$ cat config.mk
export PLATFORM = sky130hd
export DESIGN_NAME = julian_day_date_converter
export DESIGN_NICKNAME = d
export VERILOG_FILES = /design/src/rtl/jddc_pkg.sv /design/src/rtl/jddc_to_jdn.sv /design/src/rtl/jddc_to_date.sv /design/src/rtl/julian_day_date_converter.sv
export VERILOG_INCLUDE_DIRS = /design/src /design/src/rtl
export SDC_FILE = /design/constraint.sdc
export NUM_CORES = 2
export LEC_CHECK = 0
export ABC_CLOCK_PERIOD_IN_PS = 15100
export BUFFER_PORTS_ARGS = -buffer_cell sky130_fd_sc_hd__buf_2
export CORE_UTILIZATION = 60
export DETAILED_ROUTE_END_ITERATION = 7
export GPL_ROUTABILITY_DRIVEN = 0
export PLACE_DENSITY = 0.81
export SLEW_MARGIN = 10
export SYNTH_ARGS = -nofsm -noshare
export SYNTH_HDL_FRONTEND = slang
export SYNTH_SLANG_ARGS = --single-unit
$ cat constraint.sdc
create_clock -name clk -period 15.1 [get_ports clk]
set_input_delay 0 -clock clk [delete_from_list [all_inputs] [get_ports clk]]
set_output_delay 0 -clock clk [all_outputs]
set_load 0.05 [all_outputs]
$ cat src/rtl/julian_day_date_converter_macros.svh
// Assertion macros for the Julian day converter
`ifndef JULIAN_DAY_DATE_CONVERTER_MACROS_SVH
`define JULIAN_DAY_DATE_CONVERTER_MACROS_SVH

`ifndef ASSERT_OFF
`define JDDC_ASSERT_IMP(lbl, ante, cons, msg) \
  lbl: assert property (@(posedge clk) disable iff (rst) (ante) |-> (cons)) else $error(msg);
`define JDDC_ASSERT_NXT(lbl, ante, cons, msg) \
  lbl: assert property (@(posedge clk) disable iff (rst) (ante) |=> (cons)) else $error(msg);
`else
`define JDDC_ASSERT_IMP(lbl, ante, cons, msg)
`define JDDC_ASSERT_NXT(lbl, ante, cons, msg)
`endif

`endif

$ cat src/rtl/jddc_pkg.sv
package jddc_pkg;

  localparam int NSTAGE = 6;
  localparam int TDATA_W = 48;

  // date to day number
  localparam int GREG_DATE = 588829;
  localparam int DIV100_SH = 20;
  localparam logic [13:0] DIV100_K = 14'd10486;

  // day number to date
  localparam logic [22:0] GREG_JDN = 23'd2299161;
  localparam logic [24:0] ALPHA_OFS = 25'd7468865;
  localparam longint ALPHA_DIV = 146097;
  localparam int ALPHA_SH = 43;
  localparam logic [25:0] ALPHA_K = 26'(((longint'(1) << ALPHA_SH) + ALPHA_DIV - 1) / ALPHA_DIV);
  localparam logic [27:0] YC_OFS = 28'd2442;
  localparam longint YC_DIV = 7305;
  localparam int YC_SH = 41;
  localparam logic [28:0] YC_K = 29'(((longint'(1) << YC_SH) + YC_DIV - 1) / YC_DIV);

  typedef struct packed {
    logic [NSTAGE-1:0] en;
  } pipe_ctl_t;

  // floor(30.6001 * (m + 1)) for adjusted months
  function automatic logic [8:0] month_term(input logic [3:0] m);
    logic [8:0] t;
    case (m)
      4'd3:    t = 9'd122;
      4'd4:    t = 9'd153;
      4'd5:    t = 9'd183;
      4'd6:    t = 9'd214;
      4'd7:    t = 9'd244;
      4'd8:    t = 9'd275;
      4'd9:    t = 9'd306;
      4'd10:   t = 9'd336;
      4'd11:   t = 9'd367;
      4'd12:   t = 9'd397;
      4'd13:   t = 9'd428;
      4'd14:   t = 9'd459;
      4'd15:   t = 9'd489;
      default: t = 9'd0;
    endcase
    return t;
  endfunction

  // ceil(30.601 * k)
  function automatic logic [9:0] month_thr(input logic [4:0] k);
    logic [9:0] t;
    case (k)
      5'd1:    t = 10'd31;
      5'd2:    t = 10'd62;
      5'd3:    t = 10'd92;
      5'd4:    t = 10'd123;
      5'd5:    t = 10'd154;
      5'd6:    t = 10'd184;
      5'd7:    t = 10'd215;
      5'd8:    t = 10'd245;
      5'd9:    t = 10'd276;
      5'd10:   t = 10'd307;
      5'd11:   t = 10'd337;
      5'd12:   t = 10'd368;
      5'd13:   t = 10'd398;
      5'd14:   t = 10'd429;
      5'd15:   t = 10'd460;
      5'd16:   t = 10'd490;
      default: t = 10'd1023;
    endcase
    return t;
  endfunction

  // floor(30.601 * e)
  function automatic logic [8:0] month_floor(input logic [4:0] e);
    logic [8:0] t;
    case (e)
      5'd1:    t = 9'd30;
      5'd2:    t = 9'd61;
      5'd3:    t = 9'd91;
      5'd4:    t = 9'd122;
      5'd5:    t = 9'd153;
      5'd6:    t = 9'd183;
      5'd7:    t = 9'd214;
      5'd8:    t = 9'd244;
      5'd9:    t = 9'd275;
      5'd10:   t = 9'd306;
      5'd11:   t = 9'd336;
      5'd12:   t = 9'd367;
      5'd13:   t = 9'd397;
      5'd14:   t = 9'd428;
      5'd15:   t = 9'd459;
      5'd16:   t = 9'd489;
      default: t = 9'd0;
    endcase
    return t;
  endfunction

  // largest e with 30.601 * e <= rem
  function automatic logic [4:0] month_index(input logic [9:0] rem);
    logic [4:0] e;
    e = 5'd0;
    for (int k = 1; k <= 16; k++) begin
      if (rem >= month_thr(5'(k))) begin
        e = 5'(k);
      end
    end
    return e;
  endfunction

endpackage

$ cat src/rtl/jddc_to_jdn.sv
module jddc_to_jdn (
  input  logic               clk,
  input  jddc_pkg::pipe_ctl_t ctl,
  input  logic signed [14:0] year,
  input  logic [3:0]         month,
  input  logic [4:0]         day,
  output logic [22:0]        jdn
);

  logic signed [24:0] key;
  logic signed [15:0] y_ext;
  logic signed [15:0] y_adj;
  logic [3:0]         m_adj;

  logic signed [15:0] s1_y;
  logic [3:0]         s1_m;
  logic [4:0]         s1_d;
  logic               s1_greg;
  logic [14:0]        s1_abs;
  logic               s1_neg;

  logic signed [27:0] t_ext;
  logic signed [27:0] t_prod;
  logic signed [27:0] t_div;

  logic [28:0]        s2_prod;
  logic signed [24:0] s2_a;
  logic [8:0]         s2_b;
  logic [4:0]         s2_d;
  logic               s2_greg;
  logic               s2_neg;

  logic [8:0]         q;
  logic signed [8:0]  s3_c;
  logic signed [24:0] s3_sum;
  logic               s3_greg;

  logic signed [8:0]  c_rnd;
  logic signed [8:0]  c_q;
  logic signed [9:0]  n;
  logic signed [24:0] r;

  logic [22:0]        s4_jdn;
  logic [22:0]        s5_jdn;
  logic [22:0]        s6_jdn;

  always_comb begin
    key = $signed({{10{year[14]}}, year}) * 25'sd372
        + $signed({21'd0, month}) * 25'sd31
        + $signed({20'd0, day});
    y_ext = {year[14], year};
    y_adj = (month <= 4'd2) ? y_ext - 16'sd1 : y_ext;
    m_adj = (month <= 4'd2) ? month + 4'd12 : month;
  end

  always_ff @(posedge clk) begin
    if (ctl.en[0]) begin
      s1_y    <= y_adj;
      s1_m    <= m_adj;
      s1_d    <= day;
      s1_greg <= key >= 25'(jddc_pkg::GREG_DATE);
      s1_abs  <= y_adj[15] ? 15'(-y_adj) : y_adj[14:0];
      s1_neg  <= y_adj[15];
    end
  end

  always_comb begin
    t_ext  = {{12{s1_y[15]}}, s1_y} + 28'sd4716;
    t_prod = t_ext * 28'sd1461;
    t_div  = (t_prod + (t_prod[27] ? 28'sd3 : 28'sd0)) >>> 2;
  end

  always_ff @(posedge clk) begin
    if (ctl.en[1]) begin
      s2_prod <= {14'd0, s1_abs} * {15'd0, jddc_pkg::DIV100_K};
      s2_a    <= t_div[24:0];
      s2_b    <= jddc_pkg::month_term(s1_m);
      s2_d    <= s1_d;
      s2_greg <= s1_greg;
      s2_neg  <= s1_neg;
    end
  end

  assign q = s2_prod[jddc_pkg::DIV100_SH +: 9];

  always_ff @(posedge clk) begin
    if (ctl.en[2]) begin
      s3_c    <= s2_neg ? -$signed(q) : $signed(q);
      s3_sum  <= s2_a + $signed({16'd0, s2_b}) + $signed({20'd0, s2_d}) - 25'sd1524;
      s3_greg <= s2_greg;
    end
  end

  always_comb begin
    c_rnd = s3_c + (s3_c[8] ? 9'sd3 : 9'sd0);
    c_q   = c_rnd >>> 2;
    n     = s3_greg ? 10'sd2 - {s3_c[8], s3_c} + {c_q[8], c_q} : 10'sd0;
    r     = s3_sum + {{15{n[9]}}, n};
  end

  always_ff @(posedge clk) begin
    if (ctl.en[3]) begin
      s4_jdn <= r[22:0];
    end
    if (ctl.en[4]) begin
      s5_jdn <= s4_jdn;
    end
    if (ctl.en[5]) begin
      s6_jdn <= s5_jdn;
    end
  end

  assign jdn = s6_jdn;

endmodule

$ cat src/rtl/jddc_to_date.sv
module jddc_to_date (
  input  logic                clk,
  input  jddc_pkg::pipe_ctl_t ctl,
  input  logic [22:0]         day_number,
  output logic [14:0]         yr,
  output logic [3:0]          mo,
  output logic [4:0]          dy
);

  logic [22:0] s1_z;
  logic        s1_greg;
  logic [24:0] s1_x;

  logic [50:0] s2_p;
  logic [22:0] s2_z;
  logic        s2_greg;

  logic [7:0]  alpha;
  logic [23:0] a;
  logic [23:0] s3_b;

  logic [27:0] s4_x;
  logic [23:0] s4_b;

  logic [56:0] s5_p;
  logic [23:0] s5_b;

  logic [14:0] yc;
  logic [25:0] yc_days;
  logic [23:0] rem_full;
  logic [14:0] s6_yc;
  logic [9:0]  s6_rem;

  logic [4:0]  e;
  logic [9:0]  dd_full;

  always_ff @(posedge clk) begin
    if (ctl.en[0]) begin
      s1_z    <= day_number;
      s1_greg <= day_number >= jddc_pkg::GREG_JDN;
      s1_x    <= {day_number, 2'b00} - jddc_pkg::ALPHA_OFS;
    end
  end

  always_ff @(posedge clk) begin
    if (ctl.en[1]) begin
      s2_p    <= {26'd0, s1_x} * {25'd0, jddc_pkg::ALPHA_K};
      s2_z    <= s1_z;
      s2_greg <= s1_greg;
    end
  end

  always_comb begin
    alpha = s2_p[jddc_pkg::ALPHA_SH +: 8];
    a = s2_greg ? {1'b0, s2_z} + 24'd1 + {16'd0, alpha} - {18'd0, alpha[7:2]}
                : {1'b0, s2_z};
  end

  always_ff @(posedge clk) begin
    if (ctl.en[2]) begin
      s3_b <= a + 24'd1524;
    end
  end

  always_ff @(posedge clk) begin
    if (ctl.en[3]) begin
      s4_x <= {4'd0, s3_b} * 28'd20 - jddc_pkg::YC_OFS;
      s4_b <= s3_b;
    end
  end

  always_ff @(posedge clk) begin
    if (ctl.en[4]) begin
      s5_p <= {29'd0, s4_x} * {28'd0, jddc_pkg::YC_K};
      s5_b <= s4_b;
    end
  end

  always_comb begin
    yc       = s5_p[jddc_pkg::YC_SH +: 15];
    yc_days  = {11'd0, yc} * 26'd1461;
    rem_full = s5_b - yc_days[25:2];
  end

  always_ff @(posedge clk) begin
    if (ctl.en[5]) begin
      s6_yc  <= yc;
      s6_rem <= rem_full[9:0];
    end
  end

  always_comb begin
    e       = jddc_pkg::month_index(s6_rem);
    dd_full = s6_rem - {1'b0, jddc_pkg::month_floor(e)};
    dy      = dd_full[4:0];
    if (e > 5'd13) begin
      mo = 4'(e - 5'd13);
      yr = s6_yc - 15'd4715;
    end else begin
      mo = 4'(e - 5'd1);
      yr = s6_yc - 15'd4716;
    end
  end

endmodule

$ cat src/rtl/julian_day_date_converter.sv
// Throughput: one item per cycle unless stalled; six work stages and an output register,
// each stage holding while the one after it is full and stalled.
// Reset (rst, synchronous, active high) clears the stage valid bits and
// m_tvalid; data registers are not reset.
`include "julian_day_date_converter_macros.svh"

module julian_day_date_converter (
  input  logic                         clk,
  input  logic                         rst,
  input  logic                         s_tvalid,
  output logic                         s_tready,
  // year[14:0], month[18:15], day[23:19], day_number[46:24], zero pad[47]
  input  logic [jddc_pkg::TDATA_W-1:0] s_tdata,
  // op[0]
  input  logic                         s_tuser,
  output logic                         m_tvalid,
  input  logic                         m_tready,
  // out_year[14:0], out_month[18:15], out_day[23:19], out_day_number[46:24], zero pad[47]
  output logic [jddc_pkg::TDATA_W-1:0] m_tdata
);

  jddc_pkg::pipe_ctl_t         ctl;
  logic                        en_out;
  logic [jddc_pkg::NSTAGE-1:0] v;
  logic [jddc_pkg::NSTAGE-1:0] op;
  logic                        op_out;

  logic [22:0] jdn;
  logic [14:0] yr;
  logic [3:0]  mo;
  logic [4:0]  dy;

  always_comb begin
    en_out = !m_tvalid || m_tready;
    ctl.en[jddc_pkg::NSTAGE-1] = !v[jddc_pkg::NSTAGE-1] || en_out;
    for (int k = jddc_pkg::NSTAGE - 2; k >= 0; k--) begin
      ctl.en[k] = !v[k] || ctl.en[k+1];
    end
  end

  assign s_tready = ctl.en[0];

  always_ff @(posedge clk) begin
    if (rst) begin
      v        <= '0;
      m_tvalid <= 1'b0;
    end else begin
      if (ctl.en[0]) begin
        v[0] <= s_tvalid;
      end
      for (int k = 1; k < jddc_pkg::NSTAGE; k++) begin
        if (ctl.en[k]) begin
          v[k] <= v[k-1];
        end
      end
      if (en_out) begin
        m_tvalid <= v[jddc_pkg::NSTAGE-1];
      end
    end
  end

  always_ff @(posedge clk) begin
    if (ctl.en[0]) begin
      op[0] <= s_tuser;
    end
    for (int k = 1; k < jddc_pkg::NSTAGE; k++) begin
      if (ctl.en[k]) begin
        op[k] <= op[k-1];
      end
    end
  end

  jddc_to_jdn u_to_jdn (
    .clk   (clk),
    .ctl   (ctl),
    .year  (s_tdata[14:0]),
    .month (s_tdata[18:15]),
    .day   (s_tdata[23:19]),
    .jdn   (jdn)
  );

  jddc_to_date u_to_date (
    .clk        (clk),
    .ctl        (ctl),
    .day_number (s_tdata[46:24]),
    .yr         (yr),
    .mo         (mo),
    .dy         (dy)
  );

  always_ff @(posedge clk) begin
    if (en_out) begin
      op_out <= op[jddc_pkg::NSTAGE-1];
      if (op[jddc_pkg::NSTAGE-1]) begin
        m_tdata <= {1'b0, 23'd0, dy, mo, yr};
      end else begin
        m_tdata <= {1'b0, jdn, 5'd0, 4'd0, 15'd0};
      end
    end
  end

  `JDDC_ASSERT_IMP(a_ready_when_empty, !m_tvalid, s_tready, "input stalled with empty output")
  `JDDC_ASSERT_NXT(a_accept_fills, s_tvalid && s_tready, v[0], "accepted item lost at entry")
  `JDDC_ASSERT_IMP(a_unused_zero, m_tvalid, m_tdata[46:24] == 23'd0 || m_tdata[23:0] == 24'd0, "both result groups set")
  `JDDC_ASSERT_IMP(a_date_range, m_tvalid && op_out, m_tdata[18:15] >= 4'd1 && m_tdata[18:15] <= 4'd12 && m_tdata[23:19] != 5'd0, "date result out of range")

endmodule

Word-level counts from Yosys, hierarchy flattened. Memory sizes are Yosys's and may differ from the RTL's. A register that Yosys moved wholly into a read port is not among the register bits. Cells that the tools add are included. W data, S select, Z words.

Register bits after elaboration: 537. Bits in read-only memories: 432. Output and inout port bits: 50. Word-level logic and storage cells: 143. Memories kept: 2.

Memories: (no name shown) (depth 32, width 9, read ports 1, clocked after memory_dff 0, write ports 0, line jddc_pkg.sv:76) `case (e)`; (no name shown) (depth 16, width 9, read ports 1, clocked after memory_dff 1, write ports 0, line jddc_pkg.sv:29) `case (m)`.

$add $sub $neg: 27. Multipliers: 8. $lt $le $gt $ge: 20. Mux-type cells: 26. Reduce and logical (&&, ||, !) cells: 14.

Operator list (number): $ge A10 B9 Y1 const B (8); $mul A28 B28 Y55 const B (1); $mul A25 B24 Y49 const B (1); $ge A10 B8 Y1 const B (4); $mux W4 (10); $mux W15 (2); $sub A15 B13 Y15 const B (2); $mul A15 B13 Y28 const B (1); $mul A17 B12 Y28 const B (1); $sub A28 B12 Y28 const B (1); $mul A24 B3 Y26 const B (1); $add A25 B25 Y25 (1); $add A25 B3 Y25 (1); $add A25 B6 Y25 (1); $ge A25 B21 Y1 const B (1); $sub A25 B23 Y25 const B (1); $add A23 B1 Y24 const B (1); $add A24 B11 Y24 const B (1); $add A24 B8 Y24 (1); $mux W24 (1); $sub A24 B6 Y24 (1); $add A23 B10 Y23 (1); $add A23 B23 Y23 (1); $add A23 B6 Y23 (1); other kinds (31) (50).

Logic depth before layout (Yosys ltp).
Word-level depth: 19. Depth in mapped cells: 38.

Cells and area by module. From an unflattened synthesis, not the netlist that was laid out.

Cells, all modules: 5689. Area total of the unflattened synthesis: 59751.1 µm².

By module, submodules not included: jddc_to_date (times used 1, cells each 3412, area an instance 35260.1 µm², seq. area each 5675.4 µm²); jddc_to_jdn (times used 1, cells each 2138, area an instance 22285.1 µm², seq. area each 5705.5 µm²); julian_day_date_converter (times used 1, cells each 139, area an instance 2205.9 µm², seq. area each 1731.7 µm²).

Least setup slack after synthesis. No wires, ideal clock.

Path kind: register to register. Start: register u_to_jdn.s1_y[2]. End: register u_to_jdn.s2_a[22] (data pin). Setup time: 0.260 ns. Arrival time: 7.867 ns. Setup slack: 6.974 ns. Stages on the path, launching flop included: 37. Path buffers: 1. Clock period less this slack: 8.126 ns. Cell sequence: edfxtp_1 -> inv_1 -> ha_1 -> nor2b_1 -> nand2b_1 -> a31o_2 -> and3_1 -> clkbuf_1 -> o21ai_0 -> xor2_1 -> inv_1 -> ha_1 -> xor2_1 -> ha_1 -> fa_1 -> fa_1 -> inv_1 -> fa_1 -> inv_1 -> ha_1 -> nand2_1 -> nand2b_1 -> a21o_2 -> a31o_2 -> a21oi_1 -> nor2_1 -> a21o_1 -> xnor2_1 -> ha_1 -> nand4_1 -> or3_4 -> a31oi_4 -> nand4bb_4 -> or4_4 -> nor3_1 -> a221oi_2 -> xnor2_1.

Cells in the longest elaborated chain, start to end: 4.

RTL lines: start: declaration (line jddc_to_jdn.sv:15) `logic signed [15:0] s1_y;`; start signal: assignment (line jddc_to_jdn.sv:58) `s1_y <= y_adj;`; $add A16 B14 Y17 * (line jddc_to_jdn.sv:68) `t_ext = {{12{s1_y[15]}}, s1_y} + 28'sd4716;`; $mul A17 B12 Y28 * (line jddc_to_jdn.sv:69) `t_prod = t_ext * 28'sd1461;`; $mux W2 (line jddc_to_jdn.sv:70) `t_div = (t_prod + (t_prod[27] ? 28'sd3 : 28'sd0)) >>> 2;`; $add A25 B3 Y25 * (line jddc_to_jdn.sv:70); named net u_to_jdn.t_div[22] (line jddc_to_jdn.sv:24) `logic signed [27:0] t_div;`; end signal: assignment (line jddc_to_jdn.sv:76) `s2_a <= t_div[24:0];`; end: declaration (line jddc_to_jdn.sv:27) `logic signed [24:0] s2_a;`.

Mark *: on every way through the listed nets, which the timed path passes. The rest lies on a longest branch. A chain may end at the register's enable or synchronous reset.

Worst setup path after layout. Ends and elaborated chain as after synthesis.

==> summary.md <==
| Metric | Value |
|---|---|
| Outcome | finished clean |
| #FFs+latches synth | 439 |
| Grt ovf | 0 |
| EDFF count, synth | 432 |
| First-pass GRT wire length | 199,000 µm |
| Mapped Nets | 7,273 |
| Biggest register | m_tdata |
| WP data arrival | 9.29 ns |
| Layout fillers | 7,125 |
| Commonest cells in the netlist | 1,299 x inv_1, 1,036 x ha_1, 774 x fa_1, 432 x edfxtp_1, 232 x xnor2_1 |
| IO Pins | 103 |
| Largest net degree at the start of global routing | 87 |
| Top cells by area, synth | fa_1 27%, edfxtp_1 22%, ha_1 22%, inv_1 8.4%, xnor2_1 3.5% |
| Setup TNS | 0 ns |
| Clk sink count | 439 |
| Slowest stage cell, crit path | fa_1 |
| CP max stage delay | 0.54 ns |
| Fin Clk Skew | 0.0361 ns |
| Largest family of logic cells by synthesized area | adder cells |
| Most used cell along the critical path | ha_1 |
| CTS tree | yes |
| Clock transition at path regs | 0.06 ns |
| Wire length per cell | 17.3 µm |
| DRC Markers | 0 |
| Async set-reset flop share out of synthesis | 0% |
| Crit path launch type | flop |
| Top-count cell post-synth | inv_1 |
| Slew @ Worst Pin | 1.15 ns |
| CTS H-Tree Depth | 2 |
| Critical path endpoint category | flop |
| Initial core utilization | 60.9% |
| Syn Area/Cell | 10.8 µm² |
| Max-slew violations | 0 |
| Post-route clock period utilization | 59.4% |
| Fmax | 112 MHz |
| Row Count | 113 |
| Post-CTS Setup Inserts | 0 |
| Worst Hold Class | in -> reg |
| Overall routing resource usage | 25.1% |
| DIE AREA | 98,200 µm² |
| Post-DR vias/cell | 5.52 |
| Clock Path Buffers | 3 |
| TritonRoute pass-1 iters | 5 |
| Worst skew pair latency | 0.61 ns |
| Register area share after synthesis | 22.5% |
| Fraction of layout cells with a size suffix above 1 | 4.20% |
| Post-synthesis adder-cell area fraction | 48.9% |
| RSZ-0062 raised after global routing | no |
| Core area | 95,600 µm² |
| CP Class | reg -> reg |
| WHS | 0.0361 ns |
| Fin. Hold Viols | 0 |
| Top flop regs | m_tdata: 47 flops, u_to_date.s4_x: 26 flops, u_to_date.s3_b: 24 flops |
| DPL Wire Length | 99,600 µm |
| Cells after Synth | 5,410 |
| Initial antenna violation count | 3 |
| Mux cell area share after synthesis | 0.228% |
| Post-DRT Antenna Nets | 0 |
| Finish-stage setup viols | 0 |
| Required time of the critical path | 15.43 ns |
| Total Wirelength | 119,000 µm |
| Finished Core Util | 65.1% |
| Largest register FFs | 47 |
| Synth area leader | fa_1 |
| Worst-path maximum fanout | 11 |
| Ys flop type | edfxtp_1 |
| Layout area overhead | 6.95% |
| Compound-Gate Fraction of Synth Area | 8.03% |
| Die Ht | 313 µm |
| Vias in the first global route | 40,700 |
| Max_cap viols | 0 |
| XOR/XNOR Fraction of Synth Area | 5.12% |
| Die X | 313 µm |
| Final nets | 7,439 |
| Root buf cell | clkbuf_16 |
| 1st-iter DRT viols | 1,979 |
| Synth top area share | 26.6% |
| Via Count | 38,000 |
| Post-synth cell types | 96 |
| CTS buffer count | 47 |
| Min Clock Period, post-route | 8.96 ns |
| Post-synthesis cell area | 58,200 µm² |
| Buffers on Ports | 100 |
| Synth warn | 0 |
| Post-Synth Simple-Gate Area | 6.55% |
| Rel. slew slack | 22.8% |
==> stage by stage <==
step | instances | setup WS [ns] | instance area, µm²
6_report | 6880 | 6.14 | 62200
5_1_grt | 6880 | 5.56 | 62200
4_1_cts | 6879 | 6.15 | 62200
3_5_place_dp | 6750 | 6.17 | 60200
3_3_place_gp | 6750 | 6.42 | 60200
2_1_floorplan | 5410 | 6.97 | 58200
==> layout by cell type (no fill, tap or decap), types with 12 or more instances in the layout <==
cell / n
a2111oi_0: 12
o21a_1: 45
ha_1: 1036
o31ai_1: 12
nand2_1: 168
xnor2_1: 232
nor3_1: 57
a21oi_1: 210
buf_2: 100
and3_1: 25
nand2b_1: 38
inv_1: 1296
fa_1: 774
and2_1: 35
o21ai_0: 149
nand3_1: 64
edfxtp_1: 432
a211oi_1: 14
a21o_1: 89
nor2_1: 190
o211ai_1: 17
nor2b_1: 70
dlygate4sd3_1: 42
or3_1: 13
o21bai_1: 25
clkbuf_16: 47
xor2_1: 108
a31oi_1: 21
nand4_1: 30
==> critical path, delay by kind of cell (launching register included) <==
family | cells | cell delay, ns
fa+ha+maj | 8 | 3.14
simple gates | 12 | 2.26
compound gates | 8 | 1.81
buf+inv | 4 | 0.62
xor+xnor | 3 | 0.45
flops | 1 | 0.39
==> cell type report <==
| cell class | instances | area (µm²) | share of cell area [%] |
|---|---|---|---|
| multi-input cells | 3639 | 40100 | 64.4 |
| flip-flops and latches | 439 | 13100 | 21.1 |
| inverters | 1300 | 4880 | 7.84 |
| well taps | 1265 | 1580 | 2.54 |
| clock buffers | 53 | 1210 | 1.94 |
| repair buffers | 149 | 973 | 1.56 |
| clock inverters | 34 | 383 | 0.615 |
| diodes | 1 | 2.50 | 0.00402 |
==> kinds of logic after synthesis <==
logic type,count (synthesis)
xor gates and xnor gates,340
muxes,12
DFF,439
other,1
buffers and inverters,1332
adders and majority gates,1810
AOI/OAI and AO/OA,721
and+or+nand+nor,755
==> final timing paths <==
kind                     startpoint           endpoint  slack [ns]  depth (start not counted)
setup / recovery   u_to_jdn.s1_y[2]  u_to_jdn.s2_a[22]        6.14                         35
hold / removal          s_tdata[11]  u_to_jdn.s1_y[11]        0.04                          2
setup reg to reg   u_to_jdn.s1_y[2]  u_to_jdn.s2_a[22]        6.14                         35
hold reg to reg   u_to_date.s1_z[0]  u_to_date.s2_z[0]        0.41                          0
==> repair_timing <==
| action | CTS | global route |
|---|---|---|
| hold buffers | 42 | 0 |
| resized for setup | 0 | 0 |
| hold endpoints to repair | 69 | 0 |
==> routing by layer <==
metal / vias up / global-route usage, % / routed length (µm)
met5: - / 0 / 26
met1: 18600 / 32.8 / 49600
li1: 18100 / - / -
met4: 4 / 6.90 / 3120
met2: 1077 / 43.9 / 58800
met3: 239 / 3.59 / 7130
Power is left out: the tool's default activity adds up to more than one toggle a clock period on the data nets, which glitch-free logic cannot reach.
